`src/hdl/plic_pkg.sv`:
```
`timescale 1ns / 1ps
// ----------------------------------------------------------------------------
// plic_pkg: shared types and constants of the point-to-line inlier counter
// Item, result and line configuration structs, register indexes and the
// queue depths between the front and back parts.
// ----------------------------------------------------------------------------
package plic_pkg;

	// register indexes on the configuration channel
	localparam int          REG_IDX_W          = 3;
	localparam logic [2:0]  REG_LINE_POINT_X   = 3'd0;
	localparam logic [2:0]  REG_LINE_POINT_Y   = 3'd1;
	localparam logic [2:0]  REG_LINE_POINT_Z   = 3'd2;
	localparam logic [2:0]  REG_LINE_DIR_X     = 3'd3;
	localparam logic [2:0]  REG_LINE_DIR_Y     = 3'd4;
	localparam logic [2:0]  REG_LINE_DIR_Z     = 3'd5;
	localparam logic [2:0]  REG_THRESHOLD_SQR  = 3'd6;

	localparam int          CFG_DATA_W         = 58;
	localparam logic [15:0] DIR_X_RESET        = 16'sd16384;

	// distance and count limits
	localparam logic [57:0] DIST_MAX           = {58{1'b1}};
	localparam int          CNT_FIELD_MAX      = 2097151;

	// queue depths
	localparam int          MID_DEPTH          = 4;
	localparam int          OUT_DEPTH          = 8;
	localparam int          OUT_LVL_W          = $clog2(OUT_DEPTH + 1);

	typedef struct packed {
		logic signed [23:0] point_x;
		logic signed [23:0] point_y;
		logic signed [23:0] point_z;
		logic        [19:0] point_index;
		logic               last_point;
	} point_t;

	typedef struct packed {
		logic               is_inlier;
		logic        [19:0] inlier_index;
		logic        [57:0] dist_sq;
		logic        [20:0] inlier_total;
		logic               last_result;
	} result_t;

	// offset of the line point from the point (line point - point), as held in the middle queue
	typedef struct packed {
		logic signed [24:0] ax;
		logic signed [24:0] ay;
		logic signed [24:0] az;
		logic        [19:0] point_index;
		logic               last_point;
	} diff_t;

	typedef struct packed {
		logic signed [23:0] line_point_x;
		logic signed [23:0] line_point_y;
		logic signed [23:0] line_point_z;
		logic signed [15:0] line_dir_x;
		logic signed [15:0] line_dir_y;
		logic signed [15:0] line_dir_z;
		logic        [57:0] threshold_squared;
	} cfg_t;

	// line through the origin along x, threshold zero
	localparam cfg_t CFG_RESET = {24'd0, 24'd0, 24'd0, DIR_X_RESET, 16'd0, 16'd0, 58'd0};

endpackage

```
`src/hdl/plic_fifo.sv`:
```
`timescale 1ns / 1ps
// ----------------------------------------------------------------------------
// plic_fifo: small first-in first-out queue
// Register slots with a head read, a fill level and full / empty flags.
// ----------------------------------------------------------------------------
module plic_fifo #(
	parameter int WIDTH = 8,
	parameter int DEPTH = 4
) (
	input  logic                           clk,
	input  logic                           arst_n,
	input  logic                           wr_en,
	input  logic [WIDTH-1:0]               wr_data,
	input  logic                           rd_en,
	output logic [WIDTH-1:0]               rd_data,
	output logic                           full,
	output logic                           empty,
	output logic [$clog2(DEPTH+1)-1:0]     level
);

	localparam int AW = (DEPTH > 1) ? $clog2(DEPTH) : 1;
	localparam int LW = $clog2(DEPTH + 1);

	logic [WIDTH-1:0] slot_q [DEPTH];
	logic [AW-1:0]    wr_ptr_q;
	logic [AW-1:0]    rd_ptr_q;
	logic [LW-1:0]    level_q;
	logic             do_wr;
	logic             do_rd;

	assign full    = (level_q == LW'(DEPTH));
	assign empty   = (level_q == '0);
	assign level   = level_q;
	assign rd_data = slot_q[rd_ptr_q];
	assign do_wr   = wr_en && !full;
	assign do_rd   = rd_en && !empty;

	// store the incoming item
	always_ff @(posedge clk) begin
		if (do_wr) begin
			slot_q[wr_ptr_q] <= wr_data;
		end
	end

	// advance pointers and level
	always_ff @(posedge clk or negedge arst_n) begin
		if (!arst_n) begin
			wr_ptr_q <= '0;
			rd_ptr_q <= '0;
			level_q  <= '0;
		end else begin
			if (do_wr) begin
				wr_ptr_q <= (wr_ptr_q == AW'(DEPTH - 1)) ? '0 : wr_ptr_q + AW'(1);
			end
			if (do_rd) begin
				rd_ptr_q <= (rd_ptr_q == AW'(DEPTH - 1)) ? '0 : rd_ptr_q + AW'(1);
			end
			if (do_wr && !do_rd) begin
				level_q <= level_q + LW'(1);
			end else if (do_rd && !do_wr) begin
				level_q <= level_q - LW'(1);
			end
		end
	end

endmodule

```
`src/hdl/plic_front.sv`:
```
`timescale 1ns / 1ps
// ----------------------------------------------------------------------------
// plic_front: input side of the inlier counter
// Accepts points, forms the offset from the line point and parks it in the
// middle queue for the back part.
// ----------------------------------------------------------------------------
module plic_front
	import plic_pkg::*;
(
	input  logic   clk,
	input  logic   arst_n,
	input  logic   push,
	output logic   full,
	input  point_t point,
	input  cfg_t   cfg,
	input  logic   take,
	output logic   item_valid,
	output diff_t  item
);

	diff_t                      offset;
	logic [$bits(diff_t)-1:0]   rd_bits;
	logic                       mid_empty;

	// offset = line point - point, one bit wider than the coordinates
	always_comb begin
		offset.ax          = {cfg.line_point_x[23], cfg.line_point_x}
		                     - {point.point_x[23], point.point_x};
		offset.ay          = {cfg.line_point_y[23], cfg.line_point_y}
		                     - {point.point_y[23], point.point_y};
		offset.az          = {cfg.line_point_z[23], cfg.line_point_z}
		                     - {point.point_z[23], point.point_z};
		offset.point_index = point.point_index;
		offset.last_point  = point.last_point;
	end

	plic_fifo #(
		.WIDTH ($bits(diff_t)),
		.DEPTH (MID_DEPTH)
	) u_mid_queue (
		.clk     (clk),
		.arst_n  (arst_n),
		.wr_en   (push),
		.wr_data (offset),
		.rd_en   (take),
		.rd_data (rd_bits),
		.full    (full),
		.empty   (mid_empty),
		.level   ()
	);

	assign item       = rd_bits;
	assign item_valid = !mid_empty;

endmodule

```
`config.mk`:
```
export PLATFORM = sky130hd
export DESIGN_NAME = plic_front
export DESIGN_NICKNAME = d
export VERILOG_FILES = /design/src/hdl/plic_pkg.sv /design/src/hdl/plic_fifo.sv /design/src/hdl/plic_front.sv
export SDC_FILE = /design/constraint.sdc
export NUM_CORES = 1
export LEC_CHECK = 0
export BUFFER_PORTS_ARGS = -buffer_cell sky130_fd_sc_hd__buf_2
export CAP_MARGIN = 20
export CORE_ASPECT_RATIO = 0.75
export CORE_UTILIZATION = 60
export DETAILED_ROUTE_END_ITERATION = 12
export HOLD_SLACK_MARGIN = 0.06
export PLACE_DENSITY = 0.92
export SYNTH_ARGS = -nofsm -noshare
export SYNTH_HDL_FRONTEND = slang
export SYNTH_SLANG_ARGS = --single-unit
```
`constraint.sdc`:
```
create_clock -name clk -period 5.2 [get_ports clk]
set_input_delay 1.04 -clock clk [delete_from_list [all_inputs] [get_ports clk]]
set_output_delay 1.04 -clock clk [all_outputs]
set_load 0.02 [all_outputs]
```
==> impl_metrics.py <==
metrics = {
    "status": {
        "outcome": "finished, final reports clean",
    },
    "synth": {
        "synth.distinct_cells": 69,
        "syn_nets": 1460,
        "ys_seq_area_frac": 0.649,
        "yosys_warnings": 0,
        "yosysTopAreaCellShare": 0.639,
        "ys.flop_type": "edfxtp_1",
        "synthMostInstantiatedCell": "edfxtp_1",
        "ys_ff_latch": 391,
        "syn_avg_cell_area_um2": 16.4,
        "synth-edff-count": 384,
        "synthCells": 1103,
        "synthesis.area_um2": 18000,
        "async_reset_ff_frac": 0.0179,
        "yosysTopAreaCell": "edfxtp_1",
        "yosys-top-cells-count": "edfxtp_1, mux4_2, inv_1",
        "synthTopCellsByArea": "edfxtp_1, mux4_2, ha_1, inv_1, xnor2_1",
    },
    "worst_setup_path": {
        "cp.required_ns": 4.16,
        "start_kind": "flop",
        "slowest_stage": "dfrtp_4",
        "worstPathArrival_ns": 2.69,
        "worstSetupEndpointType": "output pin",
        "rr_startpoint": "u_mid_queue.level[2]",
        "r2r_cells": 4,
        "critPathMaxStageDelay_ns": 0.78,
        "cpLargestDelayFamily": "flip-flops",
        "reg2reg_slack_ns": 2.63,
        "critical_path_cell_count": 3,
        "r2r_end": "u_mid_queue.slot_q[3][52]",
        "crit_start": "u_mid_queue.rd_ptr_q[0]",
        "path_buf_inv": 2,
        "crit_fanout": 24,
        "timing.critical_path.to": "item[40]",
        "worstSetupPathType": "flop to output pin",
        "worstPathCellList": "buf_4, mux4_2, buf_2",
    },
    "sta": {
        "tightest_slew_ns": 0.685,
        "setup_violations": 0,
        "fin_crit_sh": 0.717,
        "fmax_mhz": 268,
        "clock_skew_ns": 0.0167,
        "slew_violations": 0,
        "slew_headroom": 0.543,
        "hold_ws_ns": 0.342,
        "fin_crit_ns": 3.73,
        "rsz0062_at_grt": "no",
        "tns_ns": 0,
        "hold_violations": 0,
    },
    "power_and_ir_drop": {
        "clkPwrFrac": 0.243,
        "p_leak_nw": 8.02,
        "seqPwrFrac": 0.419,
        "power_density_nw_per_um2": 522,
        "power_mw": 11.0,
        "p_switching_mw": 3.62,
        "vdd_drop_max_v": 0.000356,
        "p_int_mw": 7.38,
        "swShare": 0.329,
        "combPwrFrac": 0.339,
    },
    "die": {
        "die_area_um2": 30800,
        "start_util": 0.615,
        "die_h_um": 152,
        "fp.dieW_um": 202,
        "core_area_um2": 29300,
        "pin_count": 373,
        "row_count": 54,
    },
    "cells_and_area": {
        "antenna_cells": 0,
        "final_layout_size_suffix_gt1_frac": 0.314,
        "nNetsFinal": 1745,
        "stdcell_count": 1806,
        "area_delta_synth_final_pct": 16.8,
        "stdcell_area_um2": 21100,
    },
    "hold_path": {
        "worstHoldPathType": "input port to asynchronous set/reset pin",
    },
    "cts": {
        "insertion_delay_ns": 0.52,
        "cts_hold_repair.buffers": 0,
        "cts_buffers": 37,
        "root_buffer": "clkbuf_16",
        "htree_levels": 2,
        "cts.clk_slew.worst_paths_ns": 0.06,
        "post_cts_resized": 0,
        "cts_buffer_depth": 3,
        "tritoncts": "built",
        "postCtsSetupRepairBufs": 0,
        "clock-sinks": 391,
    },
    "global_routing": {
        "track_usage": 0.256,
        "grt_pass1_wl_mm": 60.5,
        "grt_max_degree": 59,
        "grt_pass1_vias": 10900,
        "grt.overflow.total": 0,
        "antenna_found_initial": 0,
    },
    "detailed_routing": {
        "first_pass_iters": 5,
        "detail_route.vias_per_cell": 6.05,
        "postRouteAntennaNets": 0,
        "drt-initial-drc-count": 947,
        "wl_mm": 39.0,
        "dr_total_vias": 10900,
        "drc": 0,
        "wl_per_cell_um": 21.6,
    },
    "placed_design": {
        "postPlaceCellArea_um2": 19900,
        "dp_hpwl_mm": 25.7,
        "dp.cells": 1741,
        "portBuffers": 266,
        "place.gp.congestion": 0.921,
    },
    "run": {
        "maxCapViolations": 0,
    },
}
-- flip-flops by register name, summed over array words and instances, names as in the netlist --
name / flops
u_mid_queue.level: 3
u_mid_queue.rd_ptr_q: 2
u_mid_queue.slot_q: 384
u_mid_queue.wr_ptr_q: 2
-- layout by cell type, fill, tap and decap left out, types with 5 or more instances in the layout --
master / n
nand2_1: 41
clkinv_1: 5
nand4_1: 6
a21o_1: 23
xnor2_1: 36
o21ai_0: 26
nor3_1: 7
o21a_1: 12
o21bai_1: 7
inv_1: 92
nor2b_1: 12
clkbuf_1: 12
xor2_1: 24
a31oi_1: 11
buf_2: 266
buf_12: 5
o21ai_1: 10
o211ai_1: 6
edfxtp_1: 384
clkbuf_16: 39
ha_1: 78
dfrtp_1: 5
mux4_2: 96
nand3_1: 13
a21oi_1: 61
nand2b_1: 8
nor2_1: 39
-- worst min-delay path by stage --
stage,start,to,slack (ns),depth (start not counted)
floorplan,u_mid_queue.level[2],u_mid_queue.level[2],0.45,1
global placement,u_mid_queue.level[2],u_mid_queue.level[2],0.47,1
detailed placement,u_mid_queue.level[2],u_mid_queue.level[2],0.48,1
CTS,arst_n,u_mid_queue.wr_ptr_q[0],0.32,1
global route,arst_n,u_mid_queue.wr_ptr_q[0],0.33,1
finish,arst_n,u_mid_queue.wr_ptr_q[0],0.34,1
-- stage by stage --
stage,util,worst slack [ns]
after floorplan,-,1.10
after global placement,0.678,1.71
final,0.719,1.47
after detailed placement,0.678,1.55
after global routing,0.719,1.31
after CTS,0.719,1.38
-- layer usage --
metal | up-vias | routed length [um] | track usage
met5 | - | 0 | 0
met4 | 0 | 887 | 0.0738
met3 | 63 | 2990 | 0.0492
met2 | 542 | 19100 | 0.416
met1 | 5424 | 16000 | 0.359
li1 | 4901 | - | -
-- final cells by class --
class / instances / area (um2)
Sequential cell: 391 / 11700
Fill cell: 1857 / 8250
Multi-Input combinational cell: 591 / 5860
Timing Repair Buffer: 275 / 1460
Clock buffer: 51 / 1020
Tap cell: 392 / 490
Inverter: 92 / 345
Clock inverter: 14 / 175
-- cells by family (layout without fill, tap and decap cells) --
logic type | Yosys count | count (layout) | synth area share
adder cells (fa/ha/maj) | 82 | 82 | 0.0585
flip-flops | 391 | 391 | 0.649
AO/OA/AOI/OAI | 195 | 195 | 0.0711
buffers and inverters | 121 | 432 | 0.0267
multiplexers | 100 | 100 | 0.122
AND/OR/NAND/NOR | 154 | 154 | 0.0435
XOR/XNOR | 60 | 60 | 0.0291
-- power by group through the flow --
stage | registers [mW] | clock network [mW] | logic (mW)
2_1_floorplan | 4.51 | 0 | 2.65
3_3_place_gp | 4.59 | 0 | 3.64
3_5_place_dp | 4.66 | 0 | 3.73
4_1_cts | 4.61 | 2.71 | 3.77
5_1_grt | 4.66 | 2.82 | 3.97
6_report | 4.60 | 2.67 | 3.72
No activity file was read; power rests on OpenSTA's default activity.
