$ cat src/hdl/plic_fifo.sv
`timescale 1ns / 1ps
// ----------------------------------------------------------------------------
// plic_fifo: small first-in first-out queue
// Register slots with a head read, a fill level and full / empty flags.
// ----------------------------------------------------------------------------
module plic_fifo #(
	parameter int WIDTH = 8,
	parameter int DEPTH = 4
) (
	input  logic                           clk,
	input  logic                           arst_n,
	input  logic                           wr_en,
	input  logic [WIDTH-1:0]               wr_data,
	input  logic                           rd_en,
	output logic [WIDTH-1:0]               rd_data,
	output logic                           full,
	output logic                           empty,
	output logic [$clog2(DEPTH+1)-1:0]     level
);

	localparam int AW = (DEPTH > 1) ? $clog2(DEPTH) : 1;
	localparam int LW = $clog2(DEPTH + 1);

	logic [WIDTH-1:0] slot_q [DEPTH];
	logic [AW-1:0]    wr_ptr_q;
	logic [AW-1:0]    rd_ptr_q;
	logic [LW-1:0]    level_q;
	logic             do_wr;
	logic             do_rd;

	assign full    = (level_q == LW'(DEPTH));
	assign empty   = (level_q == '0);
	assign level   = level_q;
	assign rd_data = slot_q[rd_ptr_q];
	assign do_wr   = wr_en && !full;
	assign do_rd   = rd_en && !empty;

	// store the incoming item
	always_ff @(posedge clk) begin
		if (do_wr) begin
			slot_q[wr_ptr_q] <= wr_data;
		end
	end

	// advance pointers and level
	always_ff @(posedge clk or negedge arst_n) begin
		if (!arst_n) begin
			wr_ptr_q <= '0;
			rd_ptr_q <= '0;
			level_q  <= '0;
		end else begin
			if (do_wr) begin
				wr_ptr_q <= (wr_ptr_q == AW'(DEPTH - 1)) ? '0 : wr_ptr_q + AW'(1);
			end
			if (do_rd) begin
				rd_ptr_q <= (rd_ptr_q == AW'(DEPTH - 1)) ? '0 : rd_ptr_q + AW'(1);
			end
			if (do_wr && !do_rd) begin
				level_q <= level_q + LW'(1);
			end else if (do_rd && !do_wr) begin
				level_q <= level_q - LW'(1);
			end
		end
	end

endmodule

$ cat config.mk
export PLATFORM = sky130hd
export DESIGN_NAME = plic_fifo
export DESIGN_NICKNAME = d
export VERILOG_FILES = /design/src/hdl/plic_fifo.sv
export SDC_FILE = /design/constraint.sdc
export NUM_CORES = 1
export LEC_CHECK = 0
export BUFFER_PORTS_ARGS = -buffer_cell sky130_fd_sc_hd__buf_2
export CAP_MARGIN = 20
export CORE_UTILIZATION = 49
export CTS_CLUSTER_SIZE = 24
export DETAILED_ROUTE_END_ITERATION = 12
export PLACE_DENSITY = 0.82
export SYNTH_ARGS = -nofsm -noshare
export SYNTH_HDL_FRONTEND = slang
export SYNTH_SLANG_ARGS = --single-unit
$ cat constraint.sdc
create_clock -name clk -period 1.8 [get_ports clk]
set_clock_uncertainty 0.05 [all_clocks]
set_input_delay 0.36 -clock clk [delete_from_list [all_inputs] [get_ports clk]]
set_output_delay 0.36 -clock clk [all_outputs]
set_load 0.02 [all_outputs]
==> qor.csv, run 1 <==
metric;value;unit
Setup WS post-layout;-0.1536;ns
failing checks;negative setup slack;
vias in the first global route;844;
Place WS;-0.1233;ns
CP max-delay cell;mux4_2;
die area;3541;um^2
Routability Congestion;0.6728;
Reg clk slew, reported paths;0.10;ns
worst slew pin tran;0.4419;ns
core area;3103;um^2
Worst EP required;1.39;ns
CP max FO;4;
Routed Antenna Nets;0;
final net count;139;
f_max;0.5119;GHz
dominant cells by area after synthesis;edfxtp_1 (59%), mux4_2 (11%), dfrtp_1 (11%);
num ports;25;
Pins Over Slew Limit;0;
sequential power share;40.6;%
top-area cell type share of the netlist area;59.31;%
GRT Total Usage;17.28;%
Internal;2.285;mW
Net Sw Power;1.153;mW
drt first pass iters;4;
kind of critical path;reg2out;
Max VDD drop;0.0007128;V
CP Launch Point;rd_ptr_q[0]$_DFFE_PN0P_;
combinational share of power;46.4;%
Cell Area, Synth;1620;um^2
number of antenna violations at the first check in global routing;0;
CTS tree;built;
number of enable flip-flop cells after synthesis;32;
YS warnings;0;
crit-path most repeated cell;buf_6;
DIE HEIGHT;59.51;um
post-synth cell types;19;
Worst Path Arrival;1.54;ns
largest net degree at the start of global routing;12;
post-layout instance area;2022;um^2
CTS Sinks;39;
worst skew pair latency;0.34;ns
Synth top cells by count;edfxtp_1 (32), mux4_2 (8), dfrtp_1 (7), ha_1 (6), and2_2 (4);
vias per inst;4.994;
Register-to-Register Path Depth;7;
relative slew slack;70.54;%
Post-DP Area;1856;um^2
via count;824;
fin crit share;108.5;%
Net Sw Frac;33.54;%
synthesis-to-layout area growth;24.79;%
Hold Violations, Final;0;
Post-synth ARST share;17.95;%
Hold Crit Class;in2reg;
Tmin final;1.954;ns
CTS Buf Count;5;
layout cells sized above 1;57.02;%
clock root buffer master;clkbuf_4;
Detailed Route Iter0 Violations;31;
antenna cells;0;
Wirelength per Cell;15.48;um
unrepaired setup endpoints after global routing;true;
number of buffers and inverters on the critical path;2;
run status;complete, but fails checks;
leak pwr;0.7801;nW
global-route wire length before repair;3.967;mm
post-DP HPWL;1.728;mm
top-count cell post-synth;edfxtp_1;
r2r setup slk;-0.13;ns
Die Wd;59.51;um
Main synth FF type;edfxtp_1;
crit path launch type;flop;
# setup viols final;10;
FF+latch count, synth;39;
PwrDens;1700;nW/um^2
Critical Path Stages;3;
Final Total Pwr;3.438;mW
syn avg cell area;20.51;um^2
syn nets;98;
starting density of the core;52.22;%
Routed WL;2.554;mm
number of I/O port buffers;24;
Worst Setup End Kind;primary output;
Post-Syn Instances;79;
Post-route DRC;0;
crit-path max cell delay;0.52;ns
Fill cells;222;
max-cap viol count;0;
Critical Path Sink;rd_data[2];
Critical R2R Launch;level[1]$_DFFE_PN0P_;
Seq/Total Area, Yosys;70.12;%
# H-tree levels;2;
Clock Tree Buf Depth;2;
register area;1140;um^2
GR Overflow Total;0;
CP Cell Sequence;buf_6 > mux4_2 > buf_6;
clock share of power;13.0;%
Worst path top cell family by delay;multiplexers;
Site Rows;20;
top cell type by total area after synthesis;edfxtp_1;
Hold Worst Slack;0.1774;ns
capturing point of the worst reg2reg path;level[1]$_DFFE_PN0P_;
area of the multi-input gates;479.2;um^2
-- cell type report --
| class | instances | share of cell area, % |
|---|---|---|
| clock buffer | 7 | 2.723 |
| clock inverter | 1 | 0.1856 |
| inverter | 3 | 0.5569 |
| multi-input combinational | 34 | 23.70 |
| sequential | 39 | 56.37 |
| tap | 44 | 2.723 |
| timing repair buffer | 37 | 13.74 |
-- flip-flops by register name (all words and copies together) (netlist names) --
name	cells
slot_q	32
level	3
rd_ptr_q	2
wr_ptr_q	2
-- worst min-delay path by stage --
| stage | from | to | slack (ns) | depth (start not counted) |
|---|---|---|---|---|
| after floorplan | arst_n | level[0]$_DFFE_PN0P_ | 0.01 | 0 |
| after global placement | arst_n | rd_ptr_q[1]$_DFFE_PN0P_ | 0.15 | 1 |
| after detailed placement | arst_n | rd_ptr_q[1]$_DFFE_PN0P_ | 0.15 | 1 |
| after CTS | wr_data[4] | slot_q[0][4]$_DFFE_PP_ | 0.17 | 1 |
| after global routing | wr_data[4] | slot_q[3][4]$_DFFE_PP_ | 0.15 | 1 |
| final | wr_data[2] | slot_q[2][2]$_DFFE_PP_ | 0.18 | 1 |
-- worst reg2reg max path: stages (launching register included) --
cell and delay (ns):
dfrtp_2 0.45, buf_4 0.15, nor3b_4 0.19, nor2b_2 0.08
ha_4 0.16, inv_2 0.05, fa_2 0.42, mux2_2 0.28
-- through the flow --
stage	instances	util, %	setup TNS [ns]
6_report	165	65.16	-1.291
5_1_grt	165	65.16	-2.059
4_1_cts	164	64.92	-1.374
3_5_place_dp	151	59.80	-0.2047
3_3_place_gp	151	59.80	-0.05012
2_1_floorplan	79	-	-0.5114
-- cells in the final DEF (no fill, tap or decap), drive strengths merged, types with 2 or more instances in the layout --
cell type  netlist  routed
inv              3       3
edfxtp          32      32
nor2             3       3
xor2             2       2
ha               6       6
clkbuf           0       7
mux4             8       8
dfrtp            7       7
and2             4       4
mux2             5       5
buf              3      36
-- per-layer routing --
layer,GRT usage [%],wire length [um]
met1,19.64,1066
met2,26.48,1342
met3,5.459,87
met4,14.62,58
met5,0,0
-- power by group through the flow --
stage	Sequential [mW]	Clock (mW)	Combinational [mW]
after global routing	1.42	0.491	1.71
final	1.39	0.448	1.60
after CTS	1.40	0.457	1.58
after detailed placement	1.43	0	1.32
after global placement	1.41	0	1.28
after floorplan	1.41	0	0.914
-- timing repair --
action / in CTS / in global routing
setup buffers: 4 / 1
pin swaps: 4 / 3
hold buffers: 1 / 0
cloned: 0 / 0
endpoints found under the hold margin: 7 / 0
setup endpoints to repair: 10 / 10
gates resized for setup: 19 / 0
-- kinds of logic (layout without fill, tap and decap cells) --
logic type | after synthesis | after routing | share of synthesized area, %
simple gates | 11 | 11 | 5.405
fa+ha+maj | 7 | 7 | 5.869
xor+xnor | 3 | 3 | 1.622
mux | 13 | 13 | 15.06
flops | 39 | 39 | 70.12
buf+inv | 6 | 48 | 1.930
No activity file was read; power rests on OpenSTA's default activity.
==> run 2, diff against run 1 <==
--- a/config.mk
+++ b/config.mk
@@ -10,7 +10,7 @@
 export CORE_UTILIZATION = 49
 export CTS_CLUSTER_SIZE = 24
 export DETAILED_ROUTE_END_ITERATION = 12
-export PLACE_DENSITY = 0.82
+export PLACE_DENSITY = 0.83
 export SYNTH_ARGS = -nofsm -noshare
 export SYNTH_HDL_FRONTEND = slang
 export SYNTH_SLANG_ARGS = --single-unit
==> qor.csv, run 2 (synthesized netlist as in run 1, its figures left out) <==
metric;value;unit
run status;complete, but fails checks;
failing checks;negative setup slack;
Worst Path Arrival;1.57;ns
CTS tree;built;
Routed WL;2.840;mm
worst slew pin tran;0.4155;ns
fin crit share;109.9;%
met2 routed WL;1.466;mm
Tmin final;1.978;ns
layout cells sized above 1;59.84;%
f_max;0.5055;GHz
vias per inst;4.988;
number of I/O port buffers;24;
Wirelength per Cell;16.61;um
Hold Violations, Final;0;
Post-DP Area;1856;um^2
kind of critical path;reg2out;
Register-to-Register Path Depth;7;
leading cell type in the layout, fill and taps excluded;edfxtp_1;
vias in the first global route;912;
non-filler cells, final;171;
Routed Antenna Nets;0;
top layer in use;met4;
placed cells;151;
crit path launch type;flop;
Die Wd;59.51;um
worst skew pair latency;0.34;ns
Routability Congestion;0.6557;
GR Overflow Total;0;
Clock Tree Buf Depth;2;
met1 wire length;1.202;mm
CP max FO;5;
number of antenna violations at the first check in global routing;0;
leak pwr;0.8382;nW
Most flops, register;slot_q;
die area;3541;um^2
unrepaired setup endpoints after global routing;true;
Cells on Worst Hold Path;1;
Detailed Route Iter0 Violations;22;
starting density of the core;52.22;%
post-DP HPWL;1.820;mm
GRT Total Usage;17.35;%
Place WS;-0.1688;ns
PwrDens;1815;nW/um^2
final net count;145;
num ports;25;
clock root buffer master;clkbuf_4;
most frequent cells in the layout;edfxtp_1 (32), buf_4 (16), buf_2 (15), buf_6 (11), mux4_2 (8);
core area;3103;um^2
largest net degree at the start of global routing;13;
Worst Setup End Kind;primary output;
antenna cells;0;
max reg flops;32;
Pins Over Slew Limit;0;
global-route wire length before repair;4.091;mm
r2r setup slk;-0.18;ns
Worst EP required;1.39;ns
Hold Crit Class;in2reg;
drt first pass iters;4;
relative slew slack;72.30;%
max-cap viol count;0;
Reg clk slew, reported paths;0.12;ns
synthesis-to-layout area growth;31.12;%
Hold Worst Slack;0.1716;ns
Setup WS post-layout;-0.1782;ns
# H-tree levels;2;
# setup viols final;10;
Post-route DRC;0;
DIE HEIGHT;59.51;um
Site Rows;20;
via count;853;
met3 wire length;136;um
Max VDD drop;0.001073;V
CTS Buf Count;5;
post-layout instance area;2125;um^2
CTS Sinks;39;
[run 2: critical path, cell delays in order (launching register included)]
cell and delay (ns):
dfrtp_1 0.41, buf_6 0.15, mux4_2 0.52, buf_6 0.15
[run 2: repair_timing]
item / CTS / global route
hold buffers: 1 / 0
endpoints found under the setup margin: 10 / 10
resized for setup: 10 / 16
pin swaps: 4 / 6
buffers inserted: 4 / 7
hold endpoints to repair: 7 / 0
[run 2: final timing paths]
check / start / end
max in group asynchronous: arst_n / level[1]$_DFFE_PN0P_
setup / recovery: rd_ptr_q[0]$_DFFE_PN0P_ / rd_data[7]
hold reg to reg: wr_ptr_q[1]$_DFFE_PN0P_ / wr_ptr_q[1]$_DFFE_PN0P_
setup reg to reg: level[1]$_DFFE_PN0P_ / level[1]$_DFFE_PN0P_
min in group asynchronous: arst_n / level[2]$_DFFE_PN0P_
hold / removal: wr_data[1] / slot_q[0][1]$_DFFE_PP_
[run 2: power by group]
group	switching (mW)	internal (mW)	leakage [nW]
Combinational	0.779	0.976	0.413
Sequential	0.166	1.23	0.372
Clock	0.274	0.434	0.0525
[run 2: stage by stage]
step,total power [mW],utilization (%),setup TNS (ns)
after global placement,2.686,59.80,-0.04100
after CTS,3.600,65.36,-1.422
final,3.856,68.47,-1.637
after global routing,4.052,68.47,-2.816
after floorplan,2.328,-,-0.5114
after detailed placement,2.761,59.80,-0.2306
[run 2: cell type report]
class / instances / area (um^2)
multi-input combinational: 34 / 488.0
timing repair buffer: 43 / 329.1
clock inverter: 2 / 60.06
sequential: 39 / 1140
clock buffer: 6 / 41.29
fill: 210 / 978.4
inverter: 3 / 11.26
tap: 44 / 55.05
[run 2: metal layers]
| metal | track usage, % | up-vias |
|---|---|---|
| li1 | - | 398 |
| met1 | 19.55 | 428 |
| met2 | 28.41 | 23 |
| met3 | 4.803 | 4 |
| met4 | 12.29 | 0 |
| met5 | 0 | - |
==> run 3, diff against run 2 <==
--- a/config.mk
+++ b/config.mk
@@ -7,6 +7,7 @@
 export LEC_CHECK = 0
 export BUFFER_PORTS_ARGS = -buffer_cell sky130_fd_sc_hd__buf_2
 export CAP_MARGIN = 20
+export CORE_MARGIN = 2
 export CORE_UTILIZATION = 49
 export CTS_CLUSTER_SIZE = 24
 export DETAILED_ROUTE_END_ITERATION = 12
==> qor.csv, run 3 (synthesized netlist as in run 1, its figures left out) <==
metric;value;unit
Most flops, register;slot_q;
Routability Congestion;0.6397;
TNS Setup;-1.399;ns
global-route wire length before repair;4.050;mm
Critical Path Stages;3;
leak pwr;0.7617;nW
Worst path top cell family by delay;multiplexers;
final net count;137;
Net Sw Frac;34.93;%
max-cap viol count;0;
Worst Setup End Kind;primary output;
f_max;0.5054;GHz
unrepaired setup endpoints after global routing;true;
number of antenna violations at the first check in global routing;0;
Internal;2.175;mW
fin crit share;109.9;%
number of I/O port buffers;24;
worst slew pin tran;0.4112;ns
CTS Buf Count;5;
clock root buffer master;clkbuf_4;
largest net degree at the start of global routing;14;
relative slew slack;72.58;%
Hold Crit Class;in2reg;
CP Cell Sequence;buf_6 > mux4_2 > buf_6;
CP max-delay cell;mux4_2;
core area;3103;um^2
run status;complete, but fails checks;
CTS Sinks;39;
Wirelength per Cell;16.29;um
CTS tree;built;
die area;3783;um^2
# H-tree levels;2;
via count;802;
Die Wd;61.51;um
CP max FO;5;
vias per inst;4.920;
Pins Over Slew Limit;0;
GRT Total Usage;16.23;%
antenna cells;0;
crit path launch type;flop;
crit-path max cell delay;0.53;ns
Site Rows;20;
leading cell type in the layout, fill and taps excluded;edfxtp_1;
number of buffers and inverters on the critical path;2;
worst skew pair latency;0.35;ns
Post-DP Area;1863;um^2
Tmin final;1.979;ns
Post-route DRC;0;
Net Sw Power;1.167;mW
num ports;25;
synthesis-to-layout area growth;22.70;%
max reg flops;32;
Routed Antenna Nets;0;
most frequent cells in the layout;edfxtp_1 (32), buf_2 (19), buf_4 (9), mux4_2 (8), buf_6 (6);
Routed WL;2.655;mm
Worst EP required;1.39;ns
Detailed Route Iter0 Violations;14;
Cells on Worst Hold Path;1;
# setup viols final;10;
DIE HEIGHT;61.51;um
Max VDD drop;0.0008764;V
crit-path most repeated cell;buf_6;
Setup WS post-layout;-0.1787;ns
PwrDens;1681;nW/um^2
Register-to-Register Path Depth;8;
kind of critical path;reg2out;
vias in the first global route;873;
clock share of power;13.1;%
drt first pass iters;4;
layout cells sized above 1;57.14;%
post-layout instance area;1988;um^2
Hold Violations, Final;0;
failing checks;negative setup slack;
Clock Tree Buf Depth;2;
sequential power share;41.8;%
combinational share of power;45.2;%
post-DP HPWL;1.889;mm
Reg clk slew, reported paths;0.12;ns
Worst Path Arrival;1.57;ns
starting density of the core;52.22;%
Fill cells;226;
final core utilization;64.07;%
GR Overflow Total;0;
[run 3: stage by stage]
step	std cells	power (mW)	hold WS [ns]	setup WS, ns
after global placement	152	2.703	0.1507	0.003056
after detailed placement	152	2.777	0.1566	-0.1213
after CTS	162	3.339	0.1549	-0.1868
after global routing	163	3.555	0.1381	-0.2622
final	163	3.342	0.1686	-0.1787
after floorplan	79	2.328	0.01441	-0.2651
[run 3: worst paths after layout]
path / startpoint / endpoint / slack [ns]
worst min register to register: wr_ptr_q[1]$_DFFE_PN0P_ / wr_ptr_q[1]$_DFFE_PN0P_ / 0.55
worst max register to register: level[2]$_DFFE_PN0P_ / level[2]$_DFFE_PN0P_ / -0.06
min in group asynchronous: arst_n / wr_ptr_q[0]$_DFFE_PN0P_ / 0.30
worst min-delay path: wr_data[4] / slot_q[3][4]$_DFFE_PP_ / 0.17
worst max-delay path: rd_ptr_q[0]$_DFFE_PN0P_ / rd_data[4] / -0.18
max in group asynchronous: arst_n / level[0]$_DFFE_PN0P_ / 1.22
[run 3: power groups by stage]
stage | Combinational (mW) | Clock (mW) | Sequential (mW)
after global routing | 1.65 | 0.487 | 1.42
after detailed placement | 1.36 | 0 | 1.42
after floorplan | 0.914 | 0 | 1.41
after global placement | 1.31 | 0 | 1.39
final | 1.51 | 0.437 | 1.40
after CTS | 1.49 | 0.448 | 1.40
[run 3: timing repair]
action | 4_1_cts | 5_1_grt
resized for setup | 12 | 4
endpoints found under the hold margin | 7 | 0
setup endpoints to repair | 10 | 10
setup buffers | 1 | 1
cloned | 0 | 0
pin swaps | 4 | 3
hold buffers | 1 | 0
[run 3: cell type report]
cell class	count	area (um^2)	area share (%)
repair buffers	35	240.2	12.08
flip-flops and latches	39	1140	57.33
well taps	44	55.05	2.769
clock buffers	5	37.54	1.888
inverters	3	11.26	0.5664
multi-input cells	34	484.2	24.35
clock inverters	3	20.02	1.007
[run 3: routing by layer]
metal	up-vias	wire length [um]	GRT usage (%)
met5	-	0	0
met4	0	29	5.471
met3	4	101	6.303
met2	16	1453	28.27
met1	402	1070	18.19
li1	380	-	-
